**src/hw/rtl/gsw_pkg.sv**
```systemverilog
// shared types, constants and helpers for the gait symmetry window
package gsw_pkg;

    localparam int WINDOW_DEPTH  = 32;
    localparam int EMIT_INTERVAL = 10;

    localparam int SEEDS  = (EMIT_INTERVAL - 1 > WINDOW_DEPTH) ? WINDOW_DEPTH
                                                               : EMIT_INTERVAL - 1;
    localparam int PTR_W  = $clog2(WINDOW_DEPTH);
    localparam int FILL_W = $clog2(WINDOW_DEPTH + 1);
    localparam int ICNT_W = $clog2(EMIT_INTERVAL) + 1;
    localparam int SUM_W  = 17 + FILL_W;
    localparam int PROD_W = SUM_W + FILL_W;
    localparam int DEN_W  = PROD_W + 2;
    localparam int QUOT_W = 20;
    localparam int REM_W  = DEN_W + QUOT_W;
    localparam int QCNT_W = $clog2(QUOT_W);

    localparam logic [15:0] SEED_STANCE  = 16'd343;
    localparam logic [15:0] SEED_SWING   = 16'd229;
    localparam logic [15:0] SEED_CADENCE = 16'd105;
    localparam logic [10:0] SI_FULL      = 11'd2000;
    localparam logic [7:0]  MODE_FAST_SPM = 8'd130;

    localparam logic [1:0] MODE_NORMAL = 2'd1;
    localparam logic [1:0] MODE_FAST   = 2'd2;

    typedef struct packed {
        logic [15:0] stance;
        logic [15:0] swing;
        logic [16:0] rate_mag;
        logic [15:0] cadence;
        logic        valid;
        logic        odd;
    } gsw_entry_t;

    typedef struct packed {
        logic             en;
        logic [PTR_W-1:0] addr;
        gsw_entry_t       data;
    } gsw_wr_t;

    typedef struct packed {
        logic             en;
        logic [PTR_W-1:0] addr;
    } gsw_rd_t;

    typedef enum logic [2:0] {
        ST_IDLE,
        ST_WALK,
        ST_LAST,
        ST_PREP,
        ST_FORM,
        ST_DIV,
        ST_DONE
    } gsw_state_t;

    typedef enum logic [1:0] {
        OP_STANCE,
        OP_SWING,
        OP_RATE,
        OP_CADENCE
    } gsw_op_t;

    function automatic gsw_entry_t seed_entry(input logic odd);
        gsw_entry_t e;
        e.stance   = SEED_STANCE;
        e.swing    = SEED_SWING;
        e.rate_mag = '0;
        e.cadence  = SEED_CADENCE;
        e.valid    = 1'b1;
        e.odd      = odd;
        return e;
    endfunction

    // wrap a sum of two indexes below twice the depth
    function automatic logic [PTR_W-1:0] wrap_idx(input logic [FILL_W:0] s);
        logic [FILL_W:0] r;
        r = (s >= (FILL_W+1)'(WINDOW_DEPTH)) ? s - (FILL_W+1)'(WINDOW_DEPTH) : s;
        return r[PTR_W-1:0];
    endfunction

endpackage

```
**src/hw/rtl/gsw_store.sv**
```systemverilog
// circular window store of step records with per-entry written flags
module gsw_store import gsw_pkg::*; (
    input  logic       aclk,
    input  logic       aresetn,
    input  gsw_wr_t    wr,
    input  gsw_rd_t    rd,
    output gsw_entry_t rd_data,
    output logic       rd_valid
);

    gsw_entry_t              mem [WINDOW_DEPTH];
    logic [WINDOW_DEPTH-1:0] written_reg;
    gsw_entry_t              mem_q_reg;
    logic                    wflag_q_reg;
    logic                    seed_q_reg;
    logic                    odd_q_reg;
    logic                    rd_valid_reg;

    always_ff @(posedge aclk) begin
        if (wr.en) begin
            mem[wr.addr] <= wr.data;
        end
        mem_q_reg   <= mem[rd.addr];
        wflag_q_reg <= written_reg[rd.addr];
        seed_q_reg  <= ((FILL_W+1)'(rd.addr) < (FILL_W+1)'(SEEDS));
        odd_q_reg   <= rd.addr[0];
    end

    always_ff @(posedge aclk) begin
        if (!aresetn) begin
            written_reg  <= '0;
            rd_valid_reg <= 1'b0;
        end else begin
            rd_valid_reg <= rd.en;
            if (wr.en) begin
                written_reg[wr.addr] <= 1'b1;
            end
        end
    end

    // unwritten entries read as their reset contents
    always_comb begin
        if (wflag_q_reg) begin
            rd_data = mem_q_reg;
        end else if (seed_q_reg) begin
            rd_data = seed_entry(odd_q_reg);
        end else begin
            rd_data = '0;
        end
    end

    assign rd_valid = rd_valid_reg;

endmodule

```
**src/hw/rtl/gsw_divider.sv**
```systemverilog
// shared restoring divider, one quotient bit per cycle
module gsw_divider import gsw_pkg::*; (
    input  logic              aclk,
    input  logic              aresetn,
    input  logic              start,
    input  logic [REM_W-1:0]  num,
    input  logic [DEN_W-1:0]  den,
    output logic              busy,
    output logic              done,
    output logic [QUOT_W-1:0] quot
);

    logic              busy_reg;
    logic [QCNT_W-1:0] k_reg;
    logic [REM_W-1:0]  rem_reg;
    logic [REM_W-1:0]  dsh_reg;
    logic [QUOT_W-1:0] q_reg;
    logic              ge;

    assign ge = (rem_reg >= dsh_reg);

    always_ff @(posedge aclk) begin
        if (!aresetn) begin
            busy_reg <= 1'b0;
        end else if (start) begin
            busy_reg <= 1'b1;
        end else if (busy_reg && k_reg == '0) begin
            busy_reg <= 1'b0;
        end
    end

    always_ff @(posedge aclk) begin
        if (start) begin
            rem_reg <= num;
            dsh_reg <= REM_W'(den) << (QUOT_W - 1);
            k_reg   <= QCNT_W'(QUOT_W - 1);
            q_reg   <= '0;
        end else if (busy_reg) begin
            if (ge) begin
                rem_reg <= rem_reg - dsh_reg;
            end
            dsh_reg <= dsh_reg >> 1;
            k_reg   <= k_reg - 1'b1;
            q_reg   <= {q_reg[QUOT_W-2:0], ge};
        end
    end

    assign busy = busy_reg;
    assign done = busy_reg && (k_reg == '0);
    // full quotient holds from the cycle after done
    assign quot = q_reg;

endmodule

```
**src/hw/rtl/gait_symmetry_window.sv**
```systemverilog
// top level of the gait symmetry window: sequencer, sums and result register
//
// channel  dir  handshake          payload
// s_       in   s_tvalid/s_tready  s_tdata step record, s_tuser record_valid
// m_       out  m_tvalid/m_tready  m_tdata snapshot, m_tuser cadence_mode
//
// a step that yields no snapshot leaves the block idle and ready for the next one
// a snapshot step runs through the accept, the window walk reading one record per
// cycle from the store port and a last state for the final read; then three
// symmetry indexes and the cadence mean share one divider that makes one quotient
// bit per cycle
// reset is synchronous; the window comes up holding the seed records
// a pending snapshot waits in the output register while new steps are taken;
// the next snapshot holds in its last step until that register is free
module gait_symmetry_window import gsw_pkg::*; (
    input  logic         aclk,
    input  logic         aresetn,
    input  logic         s_tvalid,
    output logic         s_tready,
    // step_number[31:0], heel_time_ms[63:32], stance_ms[79:64], swing_ms[95:80],
    // peak_rate_dps[111:96], step_rate[127:112]
    input  logic [127:0] s_tdata,
    // record_valid[0]
    input  logic [0:0]   s_tuser,
    output logic         m_tvalid,
    input  logic         m_tready,
    // anchor_step[31:0], anchor_time_ms[63:32], stance_sym_x10[74:64],
    // swing_sym_x10[85:75], rate_sym_x10[96:86], avg_rate_x10[116:97],
    // window_steps[124:117], zero fill[127:125]
    output logic [127:0] m_tdata,
    // cadence_mode[1:0]
    output logic [1:0]   m_tuser
);

    // sequencer state
    gsw_state_t        state_reg, state_next;
    gsw_op_t           op_reg;
    logic [FILL_W-1:0] fill_reg, fill_next;
    logic [PTR_W-1:0]  head_reg, head_next;
    logic [ICNT_W-1:0] icnt_reg, icnt_next;
    logic [FILL_W-1:0] cnt_reg;

    // window sums
    logic [SUM_W-1:0]  st_o_reg, st_e_reg, sw_o_reg, sw_e_reg, rt_o_reg, rt_e_reg;
    logic [SUM_W-1:0]  cad_reg;
    logic [FILL_W-1:0] n_o_reg, n_e_reg;

    // per-index operands and results
    logic [PROD_W-1:0] a_reg, b_reg;
    logic [REM_W-1:0]  cnum_reg;
    logic [DEN_W-1:0]  cden_reg;
    logic              zero_reg;
    logic [1:0]        mode_reg;
    logic [10:0]       si_st_reg, si_sw_reg, si_rt_reg;
    logic [31:0]       anc_step_reg, anc_time_reg;

    // output register
    logic              m_valid_reg;
    logic [127:0]      m_data_reg;
    logic [1:0]        m_user_reg;

    // control decodes
    logic              accept, snap, out_free, issue, div_start;
    logic [REM_W-1:0]  div_num;
    logic [DEN_W-1:0]  div_den;
    logic              div_busy, div_done;
    logic [QUOT_W-1:0] div_q;

    gsw_wr_t           wr;
    gsw_rd_t           rd;
    gsw_entry_t        rd_data;
    logic              rd_valid;

    // operand selection for the index being formed
    logic [SUM_W-1:0]  sel_o, sel_e;
    logic [FILL_W-1:0] mx_o, mx_e;
    logic [DEN_W-1:0]  sum_ab;
    logic [PROD_W-1:0] diff_ab;
    logic [10:0]       si_cap;
    logic [7:0]        win_steps;
    logic [16:0]       raw_mag;

    assign accept   = s_tvalid && s_tready;
    assign snap     = (icnt_reg + 1'b1) == ICNT_W'(EMIT_INTERVAL);
    assign out_free = !m_valid_reg || m_tready;

    // magnitude of the signed peak rate, -32768 maps to 32768
    assign raw_mag = s_tdata[111] ? (17'h10000 - {1'b0, s_tdata[111:96]})
                                  : {1'b0, s_tdata[111:96]};

    always_comb begin
        wr.en            = accept;
        wr.addr          = wrap_idx((FILL_W+1)'(head_reg) + (FILL_W+1)'(fill_reg));
        wr.data.stance   = s_tdata[79:64];
        wr.data.swing    = s_tdata[95:80];
        wr.data.rate_mag = raw_mag;
        wr.data.cadence  = s_tdata[127:112];
        wr.data.valid    = s_tuser[0];
        wr.data.odd      = s_tdata[0];
        rd.en            = issue;
        rd.addr          = wrap_idx((FILL_W+1)'(head_reg) + (FILL_W+1)'(cnt_reg));
    end

    gsw_store u_store (
        .aclk     (aclk),
        .aresetn  (aresetn),
        .wr       (wr),
        .rd       (rd),
        .rd_data  (rd_data),
        .rd_valid (rd_valid)
    );

    always_comb begin
        case (op_reg)
            OP_STANCE: begin
                sel_o = st_o_reg;
                sel_e = st_e_reg;
            end
            OP_SWING: begin
                sel_o = sw_o_reg;
                sel_e = sw_e_reg;
            end
            default: begin
                sel_o = rt_o_reg;
                sel_e = rt_e_reg;
            end
        endcase
        mx_o    = (n_o_reg == '0) ? FILL_W'(1) : n_o_reg;
        mx_e    = (n_e_reg == '0) ? FILL_W'(1) : n_e_reg;
        sum_ab  = DEN_W'(a_reg) + DEN_W'(b_reg);
        diff_ab = (a_reg > b_reg) ? a_reg - b_reg : b_reg - a_reg;
    end

    // divider operands: index from the products, or the cadence mean
    always_comb begin
        if (op_reg != OP_CADENCE) begin
            div_num = REM_W'(diff_ab) * REM_W'(4000) + REM_W'(sum_ab);
            div_den = sum_ab << 1;
        end else begin
            div_num = cnum_reg;
            div_den = cden_reg;
        end
    end

    gsw_divider u_div (
        .aclk    (aclk),
        .aresetn (aresetn),
        .start   (div_start),
        .num     (div_num),
        .den     (div_den),
        .busy    (div_busy),
        .done    (div_done),
        .quot    (div_q)
    );

    assign si_cap    = (div_q > QUOT_W'(SI_FULL)) ? SI_FULL : div_q[10:0];
    assign win_steps = (9'(fill_reg) > 9'd255) ? 8'd255 : 8'(fill_reg);

    // next state
    always_comb begin
        state_next = state_reg;
        case (state_reg)
            ST_IDLE: begin
                if (accept && snap) begin
                    state_next = ST_WALK;
                end
            end
            ST_WALK: begin
                if ((cnt_reg + 1'b1) == fill_reg) begin
                    state_next = ST_LAST;
                end
            end
            ST_LAST: begin
                state_next = ST_PREP;
            end
            ST_PREP: begin
                state_next = (op_reg == OP_CADENCE) ? ST_FORM : ST_FORM;
            end
            ST_FORM: begin
                state_next = div_start ? ST_DIV : ST_DONE;
            end
            ST_DIV: begin
                if (div_done) begin
                    state_next = ST_DONE;
                end
            end
            ST_DONE: begin
                if (op_reg != OP_CADENCE) begin
                    state_next = ST_PREP;
                end else if (out_free) begin
                    state_next = ST_IDLE;
                end
            end
            default: begin
                state_next = ST_IDLE;
            end
        endcase
    end

    // control outputs
    always_comb begin
        s_tready  = (state_reg == ST_IDLE);
        issue     = (state_reg == ST_WALK);
        div_start = (state_reg == ST_FORM) &&
                    ((op_reg == OP_CADENCE) ? (cden_reg != '0) : (sum_ab != '0));
    end

    // window bookkeeping
    always_comb begin
        fill_next = fill_reg;
        head_next = head_reg;
        icnt_next = icnt_reg;
        if (accept) begin
            if (fill_reg < FILL_W'(WINDOW_DEPTH)) begin
                fill_next = fill_reg + 1'b1;
            end else begin
                head_next = wrap_idx((FILL_W+1)'(head_reg) + (FILL_W+1)'(1));
            end
            icnt_next = snap ? '0 : icnt_reg + 1'b1;
        end
    end

    always_ff @(posedge aclk) begin
        if (!aresetn) begin
            state_reg   <= ST_IDLE;
            fill_reg    <= FILL_W'(SEEDS);
            head_reg    <= '0;
            icnt_reg    <= '0;
            m_valid_reg <= 1'b0;
        end else begin
            state_reg <= state_next;
            fill_reg  <= fill_next;
            head_reg  <= head_next;
            icnt_reg  <= icnt_next;
            if (state_reg == ST_DONE && op_reg == OP_CADENCE && out_free) begin
                m_valid_reg <= 1'b1;
            end else if (m_tready) begin
                m_valid_reg <= 1'b0;
            end
        end
    end

    // datapath
    always_ff @(posedge aclk) begin
        case (state_reg)
            ST_IDLE: begin
                anc_step_reg <= s_tdata[31:0];
                anc_time_reg <= s_tdata[63:32];
                cnt_reg      <= '0;
                op_reg       <= OP_STANCE;
                {st_o_reg, st_e_reg, sw_o_reg, sw_e_reg} <= '0;
                {rt_o_reg, rt_e_reg, cad_reg}            <= '0;
                {n_o_reg, n_e_reg}                       <= '0;
            end
            ST_WALK: begin
                cnt_reg <= cnt_reg + 1'b1;
            end
            ST_PREP: begin
                a_reg    <= PROD_W'(sel_o) * PROD_W'(mx_e);
                b_reg    <= PROD_W'(sel_e) * PROD_W'(mx_o);
                cnum_reg <= REM_W'(cad_reg) * REM_W'(20) + REM_W'(fill_reg);
                cden_reg <= DEN_W'(fill_reg) << 1;
                mode_reg <= ((fill_reg != '0) &&
                             (cad_reg >= SUM_W'(fill_reg) * SUM_W'(MODE_FAST_SPM)))
                            ? MODE_FAST : MODE_NORMAL;
            end
            ST_FORM: begin
                zero_reg <= !div_start;
            end
            ST_DONE: begin
                case (op_reg)
                    OP_STANCE:  si_st_reg <= zero_reg ? '0 : si_cap;
                    OP_SWING:   si_sw_reg <= zero_reg ? '0 : si_cap;
                    OP_RATE:    si_rt_reg <= zero_reg ? '0 : si_cap;
                    default: begin
                    end
                endcase
                if (op_reg != OP_CADENCE) begin
                    op_reg <= gsw_op_t'(op_reg + 1'b1);
                end
            end
            default: begin
            end
        endcase

        // sums take each valid record as its read data returns
        if (rd_valid && rd_data.valid) begin
            if (rd_data.odd) begin
                st_o_reg <= st_o_reg + SUM_W'(rd_data.stance);
                sw_o_reg <= sw_o_reg + SUM_W'(rd_data.swing);
                rt_o_reg <= rt_o_reg + SUM_W'(rd_data.rate_mag);
                n_o_reg  <= n_o_reg + 1'b1;
            end else begin
                st_e_reg <= st_e_reg + SUM_W'(rd_data.stance);
                sw_e_reg <= sw_e_reg + SUM_W'(rd_data.swing);
                rt_e_reg <= rt_e_reg + SUM_W'(rd_data.rate_mag);
                n_e_reg  <= n_e_reg + 1'b1;
            end
            cad_reg <= cad_reg + SUM_W'(rd_data.cadence);
        end

        // result register loads when the cadence mean is done and the output register is free
        if (state_reg == ST_DONE && op_reg == OP_CADENCE && out_free) begin
            m_data_reg <= {3'b000, win_steps,
                           zero_reg ? 20'd0 : div_q,
                           si_rt_reg, si_sw_reg, si_st_reg,
                           anc_time_reg, anc_step_reg};
            m_user_reg <= mode_reg;
        end
    end

    assign m_tvalid = m_valid_reg;
    assign m_tdata  = m_data_reg;
    assign m_tuser  = m_user_reg;

    // the window never holds more than its depth
    a_fill_bound: assert property (@(posedge aclk) disable iff (!aresetn)
        fill_reg <= FILL_W'(WINDOW_DEPTH))
        else $error("fill count beyond window depth");

    // the head only moves once the window is full
    a_head_full: assert property (@(posedge aclk) disable iff (!aresetn)
        (head_reg != '0) |-> (fill_reg == FILL_W'(WINDOW_DEPTH)))
        else $error("head moved before window full");

    // the divider runs throughout the divide state
    a_div_busy: assert property (@(posedge aclk) disable iff (!aresetn)
        (state_reg == ST_DIV) |-> div_busy)
        else $error("divide state without running divider");

    // no new request is taken while a snapshot is being worked out
    a_no_accept: assert property (@(posedge aclk) disable iff (!aresetn)
        (state_reg != ST_IDLE) |-> !s_tready)
        else $error("request taken mid snapshot");

    // results stay in range
    a_si_range: assert property (@(posedge aclk) disable iff (!aresetn)
        m_tvalid |-> (m_tdata[74:64] <= SI_FULL && m_tdata[85:75] <= SI_FULL &&
                      m_tdata[96:86] <= SI_FULL &&
                      (m_tuser == MODE_NORMAL || m_tuser == MODE_FAST)))
        else $error("snapshot field out of range");

endmodule

```
**config.mk**
```make
export PLATFORM = sky130hd
export DESIGN_NAME = gait_symmetry_window
export DESIGN_NICKNAME = d
export VERILOG_FILES = /design/src/hw/rtl/gsw_pkg.sv /design/src/hw/rtl/gsw_store.sv /design/src/hw/rtl/gsw_divider.sv /design/src/hw/rtl/gait_symmetry_window.sv
export SDC_FILE = /design/constraint.sdc
export NUM_CORES = 2
export LEC_CHECK = 0
export ABC_AREA = 0
export BUFFER_PORTS_ARGS = -buffer_cell sky130_fd_sc_hd__buf_2
export CAP_MARGIN = 10
export CELL_PAD_IN_SITES_DETAIL_PLACEMENT = 1
export CELL_PAD_IN_SITES_GLOBAL_PLACEMENT = 1
export CORE_AREA = 2 2 630 632
export CTS_CLUSTER_DIAMETER = 200
export CTS_CLUSTER_SIZE = 30
export DETAILED_ROUTE_END_ITERATION = 10
export DIE_AREA = 0 0 632 634
export GPL_TIMING_DRIVEN = 0
export PLACE_DENSITY = 0.54
export SLEW_MARGIN = 15
export SYNTH_ARGS = -nofsm -noshare
export SYNTH_HDL_FRONTEND = slang
export SYNTH_HIERARCHICAL = 1
export SYNTH_SLANG_ARGS = --single-unit
```
**constraint.sdc**
```tcl
create_clock -name aclk -period 12.65 [get_ports aclk]
set_clock_uncertainty 0.15 [all_clocks]
set_input_delay 2.53 -clock aclk [delete_from_list [all_inputs] [get_ports aclk]]
set_output_delay 2.53 -clock aclk [all_outputs]
set_load 0.01 [all_outputs]
```
==> flow_summary.toml <==
[placement]
port_buffers = 259
gp_congestion = 0.848
dp_cells = 15300
dp_hpwl_um = 348000

[cells_and_area]
seqCellArea_um2 = 83600
syn_to_final_growth_pct = 11.7
nNetsFinal = 11100
fill_cells = 40500
largest_reg_flops = 2144
drive_gt1_share_pct = 14.0
fin_util_pct = 38.9
multiInputGateArea_um2 = 49800
layout.cells.non_filler = 15500

[cts]
cts_made_buffers = 110
cts-root-buf = "clkbuf_16"
clk_path_buf_depth = 4
clkSinkCount = 2891
h-tree-depth = 3
cts_hold_buffers = 0
cts_tree = "done"
post_cts_resized = 0
clkTransAtPathRegs_ns = 0.12
clock_latency_ns = 0.96

[sta]
maxSlewHeadroom_pct = 11.5
tns_ns = 0
finalCritPeriodShare_pct = 92.6
period_minus_slack_ns = 11.72
tightest_slew_ns = 1.32
hold_violations = 0
setup-violations-final = 0
drv_slew = 0
rsz0062_at_grt = "no"
timing.fmax_mhz = 85.3

[setup_path]
cpMaxStageDelayCell = "a2111oi_2"
r2r_end = "u_div/rem_reg[34]"
r2r_start = "a_reg[23]"
cp_top_family = "compound AO/OA/AOI/OAI gates"
crit_arrival_ns = 12.22
worstPathMaxFanout = 10
crit_path_end_kind = "flip-flop"
crit_buf_inv = 8
crit_type = "flip-flop to flip-flop"
cpMostUsedCell = "a21oi_1"
reg2reg_setup_slack_ns = 0.93
start_kind = "flip-flop"
max_stage_delay_ns = 0.70
required_ns = 13.15
worstRegToRegCells = 41

[pwr]
fin_total_pwr_mw = 15.4
ir_worst_vdd_mv = 0.153
p_leak_nw = 53.9
p_per_area_nw_per_um2 = 101

[yosys]
synth_edf_count = 2573
synth_most_common_cell = "edfxtp_1"
synth_ff_type = "edfxtp_1"
synth_sequential_area_ratio_pct = 61.0
yosysWarnings = 6
synth_area_per_cell_um2 = 14.4
synth_area_um2 = 137000
synth_top_area_cell = "edfxtp_1"
synth.ff_latch_count = 2891
postSynthCellCount = 9513
yosysUniqueCellTypes = 123
synth_top_area_share_pct = 56.3
synth_commonest_cells = "2,573 x edfxtp_1, 778 x nand2_1, 608 x inv_1"
async_flop_share_pct = 0
synth.area.top_cells = "edfxtp_1 56%, mux4_2 8.1%, dfxtp_1 4.6%"

[floorplan]
die_h_um = 634
initial_utilization_pct = 34.8
io_pins = 265
dieArea_um2 = 401000
core_area_um2 = 394000
fp-row-count = 231
die-width_um = 632

[drt]
vias = 85200
wl_met1_um = 195000
wl_met3_um = 21700
drc = 0
wire_per_inst_um = 30.1
drtAntennaViolNets = 0
dr.pass1.iters = 5
routed_wirelength_um = 466000
routed_via_density = 5.50
drtIter0Drc = 7906
wl_met2_um = 234000
routed.top_layer = "met5"

[global_routing]
antenna_found_initial = 42
grt-ovfl-total = 0
grt_pass1_wl_um = 658000
grt_pass1_vias = 88200
grt_usage_pct = 22.8
grt_max_degree = 52

[min_path]
whs_path_depth = 0
min_path_type = "flip-flop to flip-flop"
min-delay-start = "si_sw_reg[0]"
hold_end = "m_tdata[75]"

[status]
status = "finished clean"

[flow_run]
maxCapViolCount = 0
-- report_power, final --
part | internal, mW | switching, mW | total (mW)
Sequential | 10.4 | 0.0194 | 10.5
Clock | 1.70 | 2.95 | 4.65
Combinational | 0.0869 | 0.232 | 0.319
Total | 12.2 | 3.21 | 15.4
-- cells in the final DEF (no fill, tap or decap), drive strengths merged, types with 17 or more instances in the layout --
cell    netlist  layout
o22ai       189     189
and3         48      48
o211ai       35      35
edfxtp     2573    2573
clkbuf      243     437
a31oi        58      58
dfxtp       318     318
fa          284     284
a21boi       30      30
or2          32      32
or3          44      44
inv         614     617
a22o         51      51
a21o        126     126
a211oi       92      92
nor2        385     385
ha          504     504
and2        122     122
nand3b       17      17
buf         176     644
a22oi        99      99
o21bai       49      49
xor2        136     136
mux4        496     496
nand2b       53      53
nand2       779     779
nand4        64      64
xnor2       241     241
nor4         89      89
o21ai       363     363
o21a         80      80
a21oi       358     358
o31ai        47      47
nor3         88      88
diode         0      19
nor2b       152     152
mux2i       158     158
conb          1      48
nand3       128     128
-- kinds of logic after synthesis --
logic type / count (synthesis) / synth area share (%)
buffers and inverters: 1036 / 3.20
muxes: 663 / 9.37
DFF: 2891 / 61.0
adders and majority gates: 790 / 8.76
xor gates and xnor gates: 378 / 2.44
other: 1 / 0.00273
AOI/OAI and AO/OA: 1700 / 8.07
and+or+nand+nor: 2054 / 7.20
-- per-layer routing --
layer,vias up,global-route usage (%)
li1,37000,-
met1,45500,29.9
met2,2225,40.3
met3,501,2.09
met4,20,6.61
met5,-,0
-- final cells by class --
type | instances | share of cell area (%)
Sequential cell | 2891 | 54.6
Multi-Input combinational cell | 5633 | 32.5
Tap cell | 5242 | 4.28
Timing Repair Buffer | 468 | 3.63
Clock buffer | 194 | 2.00
Inverter | 617 | 1.51
Buffer | 419 | 1.38
Clock inverter | 6 | 0.0547
Antenna cell | 19 | 0.0310
-- worst max-delay path by stage --
stage / start / to / slack, ns / cells after the start
6_report: a_reg[23] / u_div/rem_reg[34] / 0.93 / 41
5_1_grt: a_reg[23] / u_div/rem_reg[34] / 0.22 / 42
4_1_cts: a_reg[23] / u_div/rem_reg[40] / 0.78 / 34
3_5_place_dp: a_reg[23] / u_div/rem_reg[40] / 0.83 / 34
3_3_place_gp: m_tready / m_tdata[33] / -5.91 / 3
2_1_floorplan: m_tready / m_tdata[0] / 0.66 / 2
-- through the flow --
stage	area [um2]	hold WS (ns)	worst slack, ns
finish	153000	0.269	0.930
global route	153000	0.274	0.224
CTS	153000	0.274	0.780
detailed placement	150000	0.256	0.833
global placement	145000	0.251	-5.91
floorplan	137000	0.250	0.660
-- what timing repair did --
action | 4_1_cts | 5_1_grt
setup buffers | 0 | 4
setup endpoints to repair | 0 | 1
hold endpoints to repair | 0 | 0
(Power assumes the default switching activity.)
